## src/rtl/core/jetc_pkg.sv

```systemverilog
// Package for the Julia escape-time counter: payload structs, controller/datapath
// command and status structs, and fixed widths.
// No dependencies.
`default_nettype none

package jetc_pkg;

  // Width of a configuration register write (widest register: c_real / c_imag)
  localparam int unsigned CfgDataW = 31;
  // Register index width; index 3 is outside the list and ignored
  localparam int unsigned CfgIdxW  = 2;
  // Iteration count width
  localparam int unsigned CountW   = 8;
  // Width of the z registers; holds any value one step can produce
  localparam int unsigned ZW       = 34;

  // Register indexes
  localparam logic [CfgIdxW-1:0] RegCReal   = 2'd0;
  localparam logic [CfgIdxW-1:0] RegCImag   = 2'd1;
  localparam logic [CfgIdxW-1:0] RegMaxIter = 2'd2;

  // Reset value of the iteration limit
  localparam logic [CountW-1:0] MaxIterReset = 8'd80;

  // Input item: starting point z0
  typedef struct packed {
    logic signed [31:0] start_real;
    logic signed [31:0] start_imag;
  } jetc_in_t;

  // Result item
  typedef struct packed {
    logic [CountW-1:0] iter_count;
    logic              escaped;
  } jetc_out_t;

  // Controller to datapath
  typedef struct packed {
    logic load;     // take z0 from the input, clear the count
    logic mul_en;   // register the three products
    logic upd_en;   // form the new z, bump the count
    logic out_load; // capture the result into the output register
  } jetc_cmd_t;

  // Datapath to controller
  typedef struct packed {
    logic cont;     // z inside the box and count below the limit
  } jetc_stat_t;

endpackage : jetc_pkg

`default_nettype wire

```

## src/rtl/core/jetc_ctrl.sv

```systemverilog
// Controller of the Julia escape-time counter: sequences load, square and update
// steps and owns both handshakes. Depends on jetc_pkg.
`default_nettype none

module jetc_ctrl (
  input  wire                    clk,
  input  wire                    rst_n,
  input  wire                    in_valid,
  output logic                   in_stall,
  output logic                   out_valid,
  input  wire                    out_stall,
  input  jetc_pkg::jetc_stat_t   stat,
  output jetc_pkg::jetc_cmd_t    cmd
);
  import jetc_pkg::*;

  typedef enum logic [1:0] {
    ST_IDLE,
    ST_SQR,
    ST_UPD
  } state_t;

  state_t state_r, state_nxt;
  logic   out_valid_r, out_valid_nxt;

  assign in_stall  = (state_r != ST_IDLE);
  assign out_valid = out_valid_r;

  // Next state and datapath commands
  always_comb begin
    state_nxt = state_r;
    cmd       = '0;
    unique case (state_r)
      ST_IDLE: begin
        if (in_valid) begin
          cmd.load  = 1'b1;
          state_nxt = ST_SQR;
        end
      end
      ST_SQR: begin
        priority if (stat.cont) begin
          cmd.mul_en = 1'b1;
          state_nxt  = ST_UPD;
        end else if (!out_valid_r || !out_stall) begin
          // result goes out once the output register is free
          cmd.out_load = 1'b1;
          state_nxt    = ST_IDLE;
        end else begin
          // output register still held; wait here
          state_nxt = ST_SQR;
        end
      end
      ST_UPD: begin
        cmd.upd_en = 1'b1;
        state_nxt  = ST_SQR;
      end
      default: state_nxt = ST_IDLE;
    endcase
  end

  // Output valid flag
  always_comb begin
    priority if (cmd.out_load) out_valid_nxt = 1'b1;
    else if (!out_stall)       out_valid_nxt = 1'b0;
    else                       out_valid_nxt = out_valid_r;
  end

  // State and registered outputs
  always_ff @(posedge clk) begin
    if (!rst_n) begin
      state_r     <= ST_IDLE;
      out_valid_r <= 1'b0;
    end else begin
      state_r     <= state_nxt;
      out_valid_r <= out_valid_nxt;
    end
  end

endmodule : jetc_ctrl

`default_nettype wire

```

## config.mk

```make
export PLATFORM = sky130hd
export DESIGN_NAME = jetc_ctrl
export DESIGN_NICKNAME = d
export VERILOG_FILES = /design/src/rtl/core/jetc_pkg.sv /design/src/rtl/core/jetc_ctrl.sv
export SDC_FILE = /design/constraint.sdc
export NUM_CORES = 1
export LEC_CHECK = 0
export BUFFER_PORTS_ARGS = -buffer_cell sky130_fd_sc_hd__buf_4
export CAP_MARGIN = 20
export CORE_AREA = 2 2 39 41
export DETAILED_ROUTE_END_ITERATION = 8
export DIE_AREA = 0 0 41 43
export HOLD_SLACK_MARGIN = 0.03
export SETUP_SLACK_MARGIN = 0.3
export SLEW_MARGIN = 20
export SYNTH_ARGS = -nofsm -noshare
export SYNTH_HDL_FRONTEND = slang
export SYNTH_SLANG_ARGS = --single-unit
```

## constraint.sdc

```tcl
create_clock -name clk -period 1.5 [get_ports clk]
set_input_delay 0.15 -clock clk [delete_from_list [all_inputs] [get_ports clk]]
set_output_delay 0.15 -clock clk [all_outputs]
set_load 0.01 [all_outputs]
```

======== Word-level counts from Yosys, hierarchy flattened ========
Cells that the tools add are included.
operators by class
  order comparisons ....................... 0
  reductions and logical operators ........ 5
  equal/unequal tests ..................... 4
  add/sub/neg operators ................... 0
  bitwise logic cells ..................... 0
  shifts and indexed selects .............. 0
  div/mod/pow operators ................... 0
  multipliers ............................. 0
  muxes and demuxes ....................... 14
operator list
  kind                                                 count
  2-to-1 mux 1 bit                                     11
  one-hot mux 2 bit (3 select lines)                   1
  2-to-1 mux 2 bit                                     2
  equality test 2 x 1 -> 1 bit, second input constant  1
  equality test 2 bit, second input constant           1
  logical NOT 1 bit                                    2
  logical NOT 2 bit                                    1
  != test 2 x 1 -> 1 bit, second input constant        1
  != test 2 bit, second input constant                 1
  nonzero test 2 bit                                   1
  logical OR 1 bit                                     1
storage, ports and cells
  memory bits (writable) .................. 0
  ROM bits ................................ 0
  word-level logic and storage cells ...... 25
  latch bits .............................. 0
  memories kept ........................... 0
  output and inout port bits .............. 6
  register bits after elaboration ......... 3
  bits of input ports ..................... 5

======== Logic depth before layout (Yosys ltp) ========
  word-level depth ........................ 6
  mapped depth ............................ 3
  mapped depth without buffers ............ 2

======== Worst setup path after synthesis ========
No wires, ideal clock.
  path kind ............................... reg-to-output
  from .................................... register state_r[0]
  to ...................................... output port cmd[0] (netlist name)
  slack ................................... 375 ps
  data required time ...................... 1350 ps
  stages on the path, launching flop included .. 4
  arrival ................................. 975 ps
  buffers on the path ..................... 1
  cell sequence ........................... dfxtp_1 -> or3b_1 -> a21oi_1 -> buf_4
RTL lines
  element                 RTL line         text
  from (decl)             jetc_ctrl.sv:23  state_t state_r, state_nxt;
  from (signal assigned)  jetc_ctrl.sv:74  state_r <= state_nxt;
  to (decl)               jetc_ctrl.sv:13  output jetc_pkg::jetc_cmd_t cmd

==> metrics.txt <==
status=finished clean; PwrDens=919 nW/um^2; Worst setup SP type=register; crit-path max FO=5; hold_buf cts=0; Sequential Area=62.6 um^2; Slew HR=85.1%; area grow syn2layout=95.9%; most frequent cells after synthesis=dfxtp_1 (3), inv_1 (2), nor2_1 (2); Boundary Pins=11; antenna viol nets, final=0; Core Region=1380 um^2; post-synthesis cell type count=14; total congestion overflow=0; Worst-path clk slew=0.04 ns; DRC viols=0; Avg Inst Size Synth=8.55 um^2; maxcap violations=0; warnings from Yosys=0; antenna violations before repair=0; Fin Setup TNS=0 ns; Slew @ Worst Pin=0.223 ns; Hold Crit Class=in2reg; final hold vios=0; DR iter-0 viols=0; share of layout cells above drive strength 1=73.5%; Critical Path End Type=primary output; Area after DPL=241 um^2; Period minus WS final=1.31 ns; leading area contributor after synthesis=dfxtp_1; fin util=21.8%; ant diodes=0; final instance area=302 um^2; final setup margin=0.189 ns; largest net degree at the start of global routing=6; Clock Skew=0.000893 ns; RD Place Congestion=0.534; dpl ws=0.294 ns; Die Ht=43 um; Post-synth EDFFs=0; Synth Flop Type=dfxtp_1; Die Area=1760 um^2; CP Class=reg2out; Routed WL per cell=8.94 um; insertion delay to the later sink of the worst-skew pair=0.23 ns; Initial Utilization=11.1%; Max Fclk=763 MHz; worst path required time=1.35 ns; I/O Buffers=10; post-synthesis sequential area ratio=39.0%; chip width=41 um; Nets=40; post-synth net total=23; Final Max Slew Viols=0; CP Data Arrival Time=1.16 ns; TritonRoute pass-1 iters=1; CTS tree=yes; Via Count=179; clk sinks=3; CTS Buf Count=3; Synth Register Bits=3; via-per-instance ratio=3.58; count leader, synth=dfxtp_1; Tcrit/Tclk final=87.4%; vias in the first global route=171; VDD IR-drop max=0.285 mV; CTS H-tree depth=1; Area contributors post-synth=dfxtp_1 (39%), and3b_2 (6.5%), a21oi_2 (5.7%); detailed-route wire length=447 um; first-pass GRT wire length=683 um; Clock Path Buffers=2; Leak=0.000149 uW; RSZ-0062 raised after global routing=yes; final setup fails=0; clk root buf=clkbuf_4; FFs w/ async S/R, synth=0%; GRT Overall Usage=6.42%; Mapped Cells=18; FP Rows=14; FILL cells=159; Post-Synthesis Cell Area=154 um^2; area occupied by multi-input gates=87.6 um^2; share of the synthesized area in the top cell type=39.0%
-- where the power goes --
group,total [uW],internal (uW),switching (uW)
logic,52.1,31.4,20.8
registers,87.1,84.4,2.73
clock network,138,99.5,38.4
total,277,215,61.8
-- worst paths after layout --
path / startpoint / endpoint / slack, ns / cells after the start
max: state_r[1] / cmd[0] / 0.19 / 3
min: rst_n / state_r[1] / 0.15 / 2
max reg2reg: state_r[1] / state_r[0] / 0.44 / 3
min reg2reg: out_valid / out_valid / 0.50 / 2
-- through the flow --
step	total power [uW]	cells	hold WS, ns
floorplan	107	18	0.272
global placement	130	43	0.386
detailed placement	131	43	0.384
CTS	284	49	0.144
global route	297	50	0.152
finish	277	50	0.154
-- critical path, stage by stage (launching register included) --
cell and delay [ns]:
dfxtp_2 0.33, or3b_4 0.38, a21oi_2 0.11, buf_4 0.12
-- per-layer routing --
metal / share of wire, % / track usage (%) / up-vias
met5: 0 / 0 / -
met4: 0 / 6.00 / 0
met3: 9.6 / 3.14 / 0
met2: 55 / 9.69 / 7
met1: 35 / 5.77 / 82
li1: - / - / 90
-- cell type report --
| cell class | count | area share (%) |
|---|---|---|
| Timing Repair Buffer | 13 | 32.4 |
| Clock buffer | 4 | 8.71 |
| Tap cell | 16 | 6.64 |
| Multi-Input combinational cell | 12 | 29.0 |
| Sequential cell | 3 | 20.7 |
| Inverter | 2 | 2.49 |
-- cell usage in the layout, fill, tap and decap left out --
| master | n |
|---|---|
| clkbuf_4 | 3 |
| and2_1 | 1 |
| buf_4 | 13 |
| clkbuf_1 | 1 |
| or3b_4 | 1 |
| nand3_1 | 1 |
| dfxtp_1 | 1 |
| nor2_2 | 1 |
| nor2_1 | 1 |
| or2_2 | 1 |
| o32ai_1 | 1 |
| nand2_1 | 1 |
| inv_1 | 2 |
| and3b_2 | 1 |
| a21oi_2 | 2 |
| dfxtp_2 | 2 |
| and2b_2 | 1 |
-- state kept, by name (all words and copies together) (netlist names) --
name       cells
state_r        2
out_valid      1
-- cells by family after synthesis --
| kind of cell | count (synthesis) | synth area share (%) |
|---|---|---|
| buf+inv | 3 | 9.76 |
| compound gates | 3 | 14.6 |
| simple gates | 9 | 36.6 |
| flops | 3 | 39.0 |
-- timing repair --
item,4_1_cts,5_1_grt
setup buffers,2,1
pin swaps,1,0
hold endpoints to repair,0,0
endpoints found under the setup margin,2,2
cloned,0,0
gates resized for setup,4,1
Power figures use the tool's default switching activity.
